[config.mk]
export PLATFORM = sky130hd
export DESIGN_NAME = bmp_dominant_color_meter
export DESIGN_NICKNAME = d
export VERILOG_FILES = /design/src/rtl/dcm_pkg.sv /design/src/rtl/dcm_front.sv /design/src/rtl/dcm_fifo.sv /design/src/rtl/dcm_back.sv /design/src/rtl/bmp_dominant_color_meter.sv
export SDC_FILE = /design/constraint.sdc
export NUM_CORES = 2
export LEC_CHECK = 0
export ABC_AREA = 1
export BUFFER_PORTS_ARGS = -buffer_cell sky130_fd_sc_hd__clkbuf_2
export CORE_ASPECT_RATIO = 2
export CORE_MARGIN = 5
export CORE_UTILIZATION = 40
export DETAILED_ROUTE_END_ITERATION = 8
export PLACE_DENSITY = 0.52
export SLEW_MARGIN = 20
export SYNTH_ARGS = -nofsm -noshare
export SYNTH_HDL_FRONTEND = slang
export SYNTH_SLANG_ARGS = --single-unit
[constraint.sdc]
create_clock -name clock -period 11.15 [get_ports clock]
set_input_delay 2.23 -clock clock [delete_from_list [all_inputs] [get_ports clock]]
set_output_delay 2.23 -clock clock [all_outputs]
set_load 0.02 [all_outputs]
[src/rtl/dcm_pkg.sv]
// ----------------------------------------------------------------------------
// dcm_pkg: shared types and constants of the bmp dominant color meter
// Holds the result codes, the bmp layout constants, the job that goes from
// the parser to the result unit, and the queue status.
// ----------------------------------------------------------------------------
package dcm_pkg;

   // default bounds
   localparam int DEF_MAX_DIM     = 4096;
   localparam int DEF_MAX_PALETTE = 256;

   // port widths
   localparam int REQ_DATA_W = 8;
   localparam int RSP_DATA_W = 40;
   localparam int RSP_USER_W = 2;
   localparam int OUT_DIM_W  = 13;
   localparam int SUM_W      = 32;

   // bmp layout
   localparam int HDR_BYTES  = 54;
   localparam int WIDTH_OFS  = 18;
   localparam int HEIGHT_OFS = 22;
   localparam int PAL_OFS    = 46;
   localparam int FIELD_BYTES = 4;
   localparam int ROW_ALIGN  = 4;
   localparam int ALIGN_W    = $clog2(ROW_ALIGN);

   // result status codes
   localparam logic [1:0] STATUS_OK      = 2'd0;
   localparam logic [1:0] STATUS_TRUNC   = 2'd1;
   localparam logic [1:0] STATUS_EMPTY   = 2'd2;
   localparam logic [1:0] STATUS_TOO_BIG = 2'd3;

   // dominant channel codes
   localparam logic [1:0] CHAN_RED   = 2'd0;
   localparam logic [1:0] CHAN_GREEN = 2'd1;
   localparam logic [1:0] CHAN_BLUE  = 2'd2;

   // job queue depth (power of two)
   localparam int QUEUE_DEPTH = 2;

   // one finished image as handed to the result unit
   typedef struct packed {
      logic [1:0]           status;
      logic [SUM_W-1:0]     red_sum;
      logic [SUM_W-1:0]     green_sum;
      logic [SUM_W-1:0]     blue_sum;
      logic [SUM_W-1:0]     pixels;
      logic [OUT_DIM_W-1:0] width;
      logic [OUT_DIM_W-1:0] height;
   } job_type;

   // queue status seen by both sides
   typedef struct packed {
      logic full;
      logic empty;
   } fifo_stat_type;

endpackage

[src/rtl/dcm_front.sv]
// ----------------------------------------------------------------------------
// dcm_front: bmp byte parser
// Walks header, palette, pixel and padding bytes, keeps the channel sums and
// pushes one job per file into the queue when a result is due.
// ----------------------------------------------------------------------------
module dcm_front #(
   parameter int MAX_DIM     = dcm_pkg::DEF_MAX_DIM,
   parameter int MAX_PALETTE = dcm_pkg::DEF_MAX_PALETTE
) (
   input  logic                            clock,
   input  logic                            reset,
   input  logic                            accept,
   input  logic [dcm_pkg::REQ_DATA_W-1:0]  data_byte,
   input  logic                            last_byte,
   output logic                            push,
   output dcm_pkg::job_type                push_job
);
   import dcm_pkg::*;

   localparam int DIM_W = $clog2(MAX_DIM + 1);
   localparam int PAL_W = (MAX_PALETTE > 0) ? $clog2(MAX_PALETTE + 1) : 1;
   localparam int CNT_W = (PAL_W + 2 > 6) ? PAL_W + 2 : 6;
   localparam logic [31:0] MAX_DIM_32 = 32'(MAX_DIM);
   localparam logic [31:0] MAX_PAL_32 = 32'(MAX_PALETTE);

   localparam logic [2:0] PH_HEADER  = 3'd0;
   localparam logic [2:0] PH_PALETTE = 3'd1;
   localparam logic [2:0] PH_PIXELS  = 3'd2;
   localparam logic [2:0] PH_PAD     = 3'd3;
   localparam logic [2:0] PH_DRAIN   = 3'd4;

   localparam logic [1:0] LAST_CHANNEL = 2'd2;

   logic [2:0]       phase_ff, phase_in;
   logic [CNT_W-1:0] cnt_ff, cnt_in;
   logic [31:0]      width_ff, width_in;
   logic [31:0]      height_ff, height_in;
   logic [31:0]      palette_ff, palette_in;
   logic [1:0]       chan_ff, chan_in;
   logic [DIM_W-1:0] col_ff, col_in;
   logic [DIM_W-1:0] row_ff, row_in;
   logic [SUM_W-1:0] red_ff, red_in;
   logic [SUM_W-1:0] green_ff, green_in;
   logic [SUM_W-1:0] blue_ff, blue_in;
   logic [2*DIM_W-1:0] prod_ff, prod_in;

   logic             emit;
   logic [1:0]       lane;
   logic [CNT_W-1:0] cnt_next;
   logic [CNT_W-1:0] pal_bytes;
   logic [DIM_W-1:0] col_next;
   logic [DIM_W-1:0] row_next;
   logic             end_row;

   // pixel count from the captured header, settled long before any pixel
   assign prod_in = width_ff[DIM_W-1:0] * height_ff[DIM_W-1:0];

   assign cnt_next  = cnt_ff + CNT_W'(1);
   assign pal_bytes = CNT_W'(palette_ff[PAL_W-1:0]) * CNT_W'(3);
   assign col_next  = col_ff + DIM_W'(1);
   assign row_next  = row_ff + DIM_W'(1);

   // parser next state
   always_comb begin
      phase_in   = phase_ff;
      cnt_in     = cnt_ff;
      width_in   = width_ff;
      height_in  = height_ff;
      palette_in = palette_ff;
      chan_in    = chan_ff;
      col_in     = col_ff;
      row_in     = row_ff;
      red_in     = red_ff;
      green_in   = green_ff;
      blue_in    = blue_ff;
      emit       = 1'b0;
      end_row    = 1'b0;
      lane       = 2'd0;
      push_job   = '0;

      unique case (phase_ff)
         PH_HEADER: begin
            // capture the little-endian header fields
            if (cnt_ff >= CNT_W'(WIDTH_OFS) && cnt_ff < CNT_W'(WIDTH_OFS + FIELD_BYTES)) begin
               lane = 2'(cnt_ff - CNT_W'(WIDTH_OFS));
               width_in[8*lane +: 8] = width_ff[8*lane +: 8] | data_byte;
            end else if (cnt_ff >= CNT_W'(HEIGHT_OFS) &&
                         cnt_ff < CNT_W'(HEIGHT_OFS + FIELD_BYTES)) begin
               lane = 2'(cnt_ff - CNT_W'(HEIGHT_OFS));
               height_in[8*lane +: 8] = height_ff[8*lane +: 8] | data_byte;
            end else if (cnt_ff >= CNT_W'(PAL_OFS) && cnt_ff < CNT_W'(PAL_OFS + FIELD_BYTES)) begin
               lane = 2'(cnt_ff - CNT_W'(PAL_OFS));
               palette_in[8*lane +: 8] = palette_ff[8*lane +: 8] | data_byte;
            end
            cnt_in = cnt_next;
            // header done: check the bounds
            if (cnt_next >= CNT_W'(HDR_BYTES)) begin
               cnt_in = '0;
               if (width_in == 32'd0 || height_in == 32'd0) begin
                  emit = 1'b1;
                  push_job.status = STATUS_EMPTY;
               end else if (width_in > MAX_DIM_32 || height_in > MAX_DIM_32 ||
                            palette_in > MAX_PAL_32) begin
                  emit = 1'b1;
                  push_job.status = STATUS_TOO_BIG;
               end else if (palette_in != 32'd0) begin
                  phase_in = PH_PALETTE;
               end else begin
                  phase_in = PH_PIXELS;
               end
            end
         end
         PH_PALETTE: begin
            cnt_in = cnt_next;
            if (cnt_next >= pal_bytes) begin
               cnt_in   = '0;
               phase_in = PH_PIXELS;
            end
         end
         PH_PIXELS: begin
            // bytes come as blue, green, red
            unique case (chan_ff)
               2'd0:    blue_in  = blue_ff + SUM_W'(data_byte);
               2'd1:    green_in = green_ff + SUM_W'(data_byte);
               default: red_in   = red_ff + SUM_W'(data_byte);
            endcase
            chan_in = chan_ff + 2'd1;
            if (chan_ff >= LAST_CHANNEL) begin
               chan_in = 2'd0;
               col_in  = col_next;
               if (col_next >= width_ff[DIM_W-1:0]) begin
                  col_in = '0;
                  if (width_ff[ALIGN_W-1:0] != '0) begin
                     cnt_in   = '0;
                     phase_in = PH_PAD;
                  end else begin
                     end_row = 1'b1;
                  end
               end
            end
         end
         PH_PAD: begin
            cnt_in = cnt_next;
            if (cnt_next >= CNT_W'(width_ff[ALIGN_W-1:0])) begin
               cnt_in  = '0;
               end_row = 1'b1;
            end
         end
         default: begin
         end
      endcase

      // row finished: next row or the image result
      if (end_row) begin
         row_in   = row_next;
         phase_in = PH_PIXELS;
         if (row_next >= height_ff[DIM_W-1:0]) begin
            emit = 1'b1;
            push_job.status = STATUS_OK;
         end
      end

      if (emit) begin
         phase_in = PH_DRAIN;
      end

      // job payload from the values this byte leaves
      push_job.red_sum   = red_in;
      push_job.green_sum = green_in;
      push_job.blue_sum  = blue_in;
      push_job.pixels    = SUM_W'(prod_ff);
      push_job.width     = (width_in > MAX_DIM_32) ? MAX_DIM_32[OUT_DIM_W-1:0]
                                                    : width_in[OUT_DIM_W-1:0];
      push_job.height    = (height_in > MAX_DIM_32) ? MAX_DIM_32[OUT_DIM_W-1:0]
                                                     : height_in[OUT_DIM_W-1:0];

      // end of file: early end is flagged, then the parser rearms
      if (last_byte) begin
         if (!emit && phase_ff != PH_DRAIN) begin
            emit = 1'b1;
            push_job.status = STATUS_TRUNC;
         end
         phase_in   = PH_HEADER;
         cnt_in     = '0;
         width_in   = '0;
         height_in  = '0;
         palette_in = '0;
         chan_in    = '0;
         col_in     = '0;
         row_in     = '0;
         red_in     = '0;
         green_in   = '0;
         blue_in    = '0;
      end
   end

   assign push = accept & emit;

   // parser state
   always_ff @(posedge clock) begin
      if (reset) begin
         phase_ff   <= PH_HEADER;
         cnt_ff     <= '0;
         width_ff   <= '0;
         height_ff  <= '0;
         palette_ff <= '0;
         chan_ff    <= '0;
         col_ff     <= '0;
         row_ff     <= '0;
         red_ff     <= '0;
         green_ff   <= '0;
         blue_ff    <= '0;
      end else if (accept) begin
         phase_ff   <= phase_in;
         cnt_ff     <= cnt_in;
         width_ff   <= width_in;
         height_ff  <= height_in;
         palette_ff <= palette_in;
         chan_ff    <= chan_in;
         col_ff     <= col_in;
         row_ff     <= row_in;
         red_ff     <= red_in;
         green_ff   <= green_in;
         blue_ff    <= blue_in;
      end
   end

   // pixel count register
   always_ff @(posedge clock) begin
      prod_ff <= prod_in;
   end

endmodule

[src/rtl/dcm_fifo.sv]
// ----------------------------------------------------------------------------
// dcm_fifo: job queue
// Short first-in first-out queue of finished image jobs between the parser
// and the result unit.
// ----------------------------------------------------------------------------
module dcm_fifo (
   input  logic                    clock,
   input  logic                    reset,
   input  logic                    push,
   input  dcm_pkg::job_type        push_job,
   input  logic                    pop,
   output dcm_pkg::job_type        pop_job,
   output dcm_pkg::fifo_stat_type  stat
);
   import dcm_pkg::*;

   localparam int PTR_W = (QUEUE_DEPTH > 1) ? $clog2(QUEUE_DEPTH) : 1;
   localparam int CNT_W = $clog2(QUEUE_DEPTH + 1);

   job_type          mem_ff [QUEUE_DEPTH];
   logic [PTR_W-1:0] wr_ptr_ff, wr_ptr_in;
   logic [PTR_W-1:0] rd_ptr_ff, rd_ptr_in;
   logic [CNT_W-1:0] count_ff, count_in;

   assign stat.full  = (count_ff == CNT_W'(QUEUE_DEPTH));
   assign stat.empty = (count_ff == '0);
   assign pop_job    = mem_ff[rd_ptr_ff];

   // pointers and fill level
   always_comb begin
      wr_ptr_in = push ? wr_ptr_ff + PTR_W'(1) : wr_ptr_ff;
      rd_ptr_in = pop ? rd_ptr_ff + PTR_W'(1) : rd_ptr_ff;
      count_in  = count_ff + CNT_W'(push) - CNT_W'(pop);
   end

   always_ff @(posedge clock) begin
      if (reset) begin
         wr_ptr_ff <= '0;
         rd_ptr_ff <= '0;
         count_ff  <= '0;
      end else begin
         wr_ptr_ff <= wr_ptr_in;
         rd_ptr_ff <= rd_ptr_in;
         count_ff  <= count_in;
      end
   end

   // entry storage
   always_ff @(posedge clock) begin
      if (push) begin
         mem_ff[wr_ptr_ff] <= push_job;
      end
   end

endmodule

[src/rtl/dcm_back.sv]
// ----------------------------------------------------------------------------
// dcm_back: result unit
// Takes one job from the queue, picks the dominant channel, divides its sum
// by the pixel count one quotient bit per cycle and holds the response.
// ----------------------------------------------------------------------------
module dcm_back (
   input  logic                             clock,
   input  logic                             reset,
   input  dcm_pkg::fifo_stat_type           q_stat,
   input  dcm_pkg::job_type                 pop_job,
   output logic                             pop,
   output logic                             rsp_valid,
   input  logic                             rsp_ready,
   output logic [1:0]                       status,
   output logic [1:0]                       dominant_channel,
   output logic [7:0]                       channel_average,
   output logic [dcm_pkg::OUT_DIM_W-1:0]    image_width,
   output logic [dcm_pkg::OUT_DIM_W-1:0]    image_height
);
   import dcm_pkg::*;

   localparam int STEP_W = $clog2(SUM_W);

   localparam logic [1:0] B_IDLE = 2'd0;
   localparam logic [1:0] B_SEL  = 2'd1;
   localparam logic [1:0] B_DIV  = 2'd2;
   localparam logic [1:0] B_OUT  = 2'd3;

   logic [1:0]           state_ff, state_in;
   job_type              job_ff, job_in;
   logic [STEP_W-1:0]    step_ff, step_in;
   logic [SUM_W-1:0]     rem_ff, rem_in;
   logic [SUM_W-1:0]     quo_ff, quo_in;
   logic [1:0]           status_ff, status_in;
   logic [1:0]           chan_ff, chan_in;
   logic [7:0]           avg_ff, avg_in;
   logic [OUT_DIM_W-1:0] width_ff, width_in;
   logic [OUT_DIM_W-1:0] height_ff, height_in;

   logic [SUM_W:0]       rem_shift;
   logic                 fits;

   // one restoring division step
   assign rem_shift = {rem_ff, quo_ff[SUM_W-1]};
   assign fits      = (rem_shift >= {1'b0, job_ff.pixels});

   assign pop = (state_ff == B_IDLE) && !q_stat.empty;

   always_comb begin
      state_in  = state_ff;
      job_in    = job_ff;
      step_in   = step_ff;
      rem_in    = rem_ff;
      quo_in    = quo_ff;
      status_in = status_ff;
      chan_in   = chan_ff;
      avg_in    = avg_ff;
      width_in  = width_ff;
      height_in = height_ff;

      unique case (state_ff)
         B_IDLE: begin
            // take a job; error results carry zero channel and average
            if (!q_stat.empty) begin
               job_in    = pop_job;
               status_in = pop_job.status;
               width_in  = pop_job.width;
               height_in = pop_job.height;
               chan_in   = CHAN_RED;
               avg_in    = 8'd0;
               state_in  = (pop_job.status == STATUS_OK) ? B_SEL : B_OUT;
            end
         end
         B_SEL: begin
            // red wins ties, then green beats blue
            rem_in  = '0;
            step_in = '0;
            if (job_ff.red_sum >= job_ff.green_sum && job_ff.red_sum >= job_ff.blue_sum) begin
               chan_in = CHAN_RED;
               quo_in  = job_ff.red_sum;
            end else if (job_ff.green_sum >= job_ff.blue_sum) begin
               chan_in = CHAN_GREEN;
               quo_in  = job_ff.green_sum;
            end else begin
               chan_in = CHAN_BLUE;
               quo_in  = job_ff.blue_sum;
            end
            state_in = B_DIV;
         end
         B_DIV: begin
            rem_in  = fits ? SUM_W'(rem_shift - {1'b0, job_ff.pixels}) : rem_shift[SUM_W-1:0];
            quo_in  = {quo_ff[SUM_W-2:0], fits};
            step_in = step_ff + STEP_W'(1);
            if (step_ff == STEP_W'(SUM_W - 1)) begin
               avg_in   = quo_in[7:0];
               state_in = B_OUT;
            end
         end
         default: begin
            // hold the response until it is taken
            if (rsp_ready) begin
               state_in = B_IDLE;
            end
         end
      endcase
   end

   always_ff @(posedge clock) begin
      if (reset) begin
         state_ff <= B_IDLE;
      end else begin
         state_ff <= state_in;
      end
   end

   // datapath and response registers
   always_ff @(posedge clock) begin
      job_ff    <= job_in;
      step_ff   <= step_in;
      rem_ff    <= rem_in;
      quo_ff    <= quo_in;
      status_ff <= status_in;
      chan_ff   <= chan_in;
      avg_ff    <= avg_in;
      width_ff  <= width_in;
      height_ff <= height_in;
   end

   assign rsp_valid        = (state_ff == B_OUT);
   assign status           = status_ff;
   assign dominant_channel = chan_ff;
   assign channel_average  = avg_ff;
   assign image_width      = width_ff;
   assign image_height     = height_ff;

endmodule

[src/rtl/bmp_dominant_color_meter.sv]
// Result path: an error result goes from the parser through the job queue to
//   the response; a good image also takes channel select plus 32 steps of
//   the shared bit-serial divider in the result unit.
// Throughput: one request byte per cycle while the two-entry job queue has room;
//   the result unit takes one job at a time.
// Reset: synchronous, active high; parser, queue and result unit return to idle.
// ----------------------------------------------------------------------------
// bmp_dominant_color_meter: top level
// Parses a 24-bit bmp byte stream and reports its dominant color channel
// and that channel's mean over all pixels.
// ----------------------------------------------------------------------------
module bmp_dominant_color_meter #(
   parameter int MAX_DIM     = dcm_pkg::DEF_MAX_DIM,
   parameter int MAX_PALETTE = dcm_pkg::DEF_MAX_PALETTE
) (
   input  logic                            clock,
   input  logic                            reset,
   // req_tdata: data_byte[7:0]
   input  logic                            req_tvalid,
   output logic                            req_tready,
   input  logic [dcm_pkg::REQ_DATA_W-1:0]  req_tdata,
   input  logic                            req_tlast,
   // rsp_tdata: dominant_channel[1:0], channel_average[9:2], image_width[22:10],
   //            image_height[35:23], zero fill[39:36]
   output logic                            rsp_tvalid,
   input  logic                            rsp_tready,
   output logic [dcm_pkg::RSP_DATA_W-1:0]  rsp_tdata,
   // rsp_tuser: status[1:0]
   output logic [dcm_pkg::RSP_USER_W-1:0]  rsp_tuser
);
   import dcm_pkg::*;

   logic          accept;
   logic          push;
   logic          pop;
   job_type       push_job;
   job_type       pop_job;
   fifo_stat_type q_stat;

   logic [1:0]           status;
   logic [1:0]           dominant_channel;
   logic [7:0]           channel_average;
   logic [OUT_DIM_W-1:0] image_width;
   logic [OUT_DIM_W-1:0] image_height;

   // request side stalls only on a full queue
   assign req_tready = !q_stat.full;
   assign accept     = req_tvalid & req_tready;

   dcm_front #(
      .MAX_DIM     (MAX_DIM),
      .MAX_PALETTE (MAX_PALETTE)
   ) u_front (
      .clock     (clock),
      .reset     (reset),
      .accept    (accept),
      .data_byte (req_tdata),
      .last_byte (req_tlast),
      .push      (push),
      .push_job  (push_job)
   );

   dcm_fifo u_fifo (
      .clock    (clock),
      .reset    (reset),
      .push     (push),
      .push_job (push_job),
      .pop      (pop),
      .pop_job  (pop_job),
      .stat     (q_stat)
   );

   dcm_back u_back (
      .clock            (clock),
      .reset            (reset),
      .q_stat           (q_stat),
      .pop_job          (pop_job),
      .pop              (pop),
      .rsp_valid        (rsp_tvalid),
      .rsp_ready        (rsp_tready),
      .status           (status),
      .dominant_channel (dominant_channel),
      .channel_average  (channel_average),
      .image_width      (image_width),
      .image_height     (image_height)
   );

   // response packing
   assign rsp_tdata = {4'd0, image_height, image_width, channel_average, dominant_channel};
   assign rsp_tuser = status;

endmodule

==> results.cfg <==
[clocking]
cts_root_buf = clkbuf_16
clk_path_buf_depth = 3
post_cts_buffers = 0
cts_resized = 0
cts_sinks = 796
clock_latency_ps = 690
h-tree-depth = 3
cts_tree = built
ctsHoldBuffers = 0
cts_buffers = 79
cts.clk_slew.worst_paths_ps = 60

[power_and_ir_drop]
p_comb_share_pct = 32.2
p_int_mw = 6.57
netSwitchingPower_mw = 3.75
p_clk_share_pct = 27.2
swShare_pct = 36.4
p_per_area_nw_per_um2 = 201
cellLeakagePower_nw = 21.4
seq_power_share_pct = 40.6
worst_ir_drop_vdd_mv = 0.219
p_total_mw = 10.3

[timing]
skew_ps = 48.3
setup_ws_ps = 4560
maxSlewViolCount = 0
fin_crit_ps = 6590
fin_tns_setup_ps = 0
setup_viol = 0
slew_headroom_pct = 32.2
finalHoldViolCount = 0
fmax_ghz = 0.152
holdWs_ps = 429
fin_crit_sh_pct = 59.1
worst_pin_slew_ps = 1020
rsz0062_at_grt = no

[route]
first_pass_iters = 7
post_drt_wl_per_cell_um = 18.5
drt_iter0_markers = 2380
viasPerCell = 5.15
route.antenna.remaining_nets = 0
via_count = 35400
drt-total-wl_um = 127000
drc_errors = 0

[floorplanning]
coreArea_um2 = 117000
rows = 178
io_pins = 57
initial_utilization_pct = 40.1
dieArea_um2 = 125000
die_h_um = 495
die_x_um = 252

[critical_path]
rrSetupSlack_ps = 4560
startpoint = u_front.cnt_ff[0]
worstSetupPathType = flip-flop to flip-flop
reg2reg_depth = 20
critPathCaptureType = flip-flop
cp_max_fo = 97
r2r-end = u_fifo.mem_ff[1][43]
required_ps = 11440
arrival_ps = 6890
rr_startpoint = u_front.cnt_ff[0]
cp-start-kind = flip-flop

[layout]
final_common_cell = nand2_1
n_fill_cell = 11600
fin_util_pct = 43.8
fin_nets = 5682
multi_input_area_um2 = 22300
area_growth_pct = 9.24
final_cell_mix = 1340 x nand2_1, 656 x inv_1, 529 x edfxtp_1
drive_above_1_share_pct = 8.92
seqCellArea_um2 = 21200

[yosys]
synth_area_um2 = 47000
yosys.area.top_type_share_pct = 33.8
synth-edff-count = 529
post-synth-top-area-cell = edfxtp_1
synth.avg_cell_area_um2 = 8.83
syn_inst = 5321
synth.area.top_cells = edfxtp_1 34%, dfxtp_1 11%, nand2_1 11%
yosys_most_used_dff = edfxtp_1
async_reset_ff_share_pct = 0
seq_area_frac_synth_pct = 45.2
ys_warn_count = 0
yosys_register_bits = 796
synth_cell_types = 66

[place]
gp_congestion = 0.913
dp_hpwl_um = 91700
place_ws_ps = 4490
port_buffers = 52

[outcome]
status = finished clean

[global_route]
antenna_found_initial = 3
grt_remaining_overflow = 0
grt_max_degree = 155
grt.total_usage_pct = 20.0
grt_pass1_wl_um = 199000
grt_pass1_vias = 34800

[min_path]
hold_path_depth = 0
hold_path_class = flip-flop to flip-flop
hp-start = u_front.prod_ff[17]
min_to = u_fifo.mem_ff[0][43]

[job]
drv_cap = 0
[kinds of logic (layout without fill, tap and decap cells)]
family	Yosys count	in the layout	share of synthesized area, %
AOI/OAI and AO/OA	819	819	9.35
xor gates and xnor gates	152	152	2.83
adders and majority gates	409	409	12.9
buffers and inverters	911	914	7.55
DFF	796	796	45.2
muxes	156	156	3.73
other	1	6	0.00798
and+or+nand+nor	2077	2077	18.5
[per-layer routing]
metal	routed length (um)	global-route usage (%)	vias up
li1	-	-	17500
met1	58800	27.8	16900
met2	59100	32.7	777
met3	5240	2.53	187
met4	4010	6.49	0
met5	0	0	-
[critical path, cell delays in order (launching register included)]
cell and delay (ps):
dfxtp_2 310, buf_4 750, inv_2 30, buf_4 400, ha_1 970, inv_2 360, nor3_2 180, buf_4 310
nand2_1 110, o21ai_0 220, nor2_1 80, nand2_1 80, nor2_1 60, nand3_1 70, a21oi_1 130, nand3_1 160
nand2_2 110, nand4_1 140, nand3_1 180, inv_6 650, buf_4 740
[power groups by stage]
stage,Clock (mW),Combinational [mW],Sequential [mW]
global route,3.01,3.75,4.24
detailed placement,0,3.33,4.26
CTS,2.91,3.35,4.20
floorplan,0,2.36,4.26
global placement,0,3.31,4.25
finish,2.81,3.32,4.19
[worst max-delay path by stage]
stage	to	slack, ps	depth (start not counted)
global placement	u_fifo.mem_ff[1][37]	4600	20
CTS	u_fifo.mem_ff[1][15]	4450	20
detailed placement	u_fifo.mem_ff[1][36]	4490	20
global route	u_fifo.mem_ff[1][15]	4000	20
finish	u_fifo.mem_ff[1][43]	4560	20
floorplan	u_fifo.mem_ff[0][0]	820	15
[sequential cells by signal (all words and copies together) (netlist names), 8 cells and up, named ones only]
| name | cells |
|---|---|
| u_back.quo_ff | 32 |
| u_front.width_ff | 32 |
| u_back.image_width | 13 |
| u_front.palette_ff | 32 |
| u_front.prod_ff | 26 |
| u_front.row_ff | 13 |
| u_front.col_ff | 13 |
| u_front.green_ff | 32 |
| u_front.height_ff | 32 |
| u_front.blue_ff | 32 |
| u_back.image_height | 13 |
| u_fifo.mem_ff | 300 |
| u_front.red_ff | 32 |
| u_back.channel_average | 8 |
| u_back.rem_ff | 32 |
| u_back.job_ff | 122 |
| u_front.cnt_ff | 11 |
[synth_stat cells (3+ instances only)]
master    number
nand3_2        5
a21boi_2       4
a21boi_0       7
o21ai_0      279
a21o_1        14
nand4_2        3
nor3b_1        5
mux2_2       154
o21bai_1       7
nor3_1        46
xor2_1        97
inv_1        657
ha_1         283
buf_2         22
nand3_1      184
nand4_1       74
a21oi_1      385
o21ai_1       29
fa_1         126
dfxtp_1      267
a211oi_1       4
nor2_4         5
nand2_1     1343
o22ai_1       37
a31oi_1       13
nand3b_1       5
inv_2         12
and2_1         3
nor4_1         9
or2_2         15
buf_1          9
nand4_4        3
o21a_1        11
a21boi_1       5
o221ai_1       5
buf_4         10
buf_6          7
nor2_1       337
xnor2_1       55
clkbuf_1     191
edfxtp_1     529
nor2_2        23
nand2_2        4
[stage by stage]
step           area (um^2)  cells
2_1_floorplan        47000   5324
3_3_place_gp         48600   6709
3_5_place_dp         48600   6709
4_1_cts              51300   6857
5_1_grt              51400   6858
6_report             51400   6859
[final cells by class]
class	instances	area share (%)
tap	1530	3.73
inverter	671	4.91
multi-input combinational	3617	43.5
clock inverter	45	1.12
antenna	2	0.00975
timing repair buffer	95	1.21
clock buffer	103	4.21
sequential	796	41.4
Power figures use the tool's default switching activity.
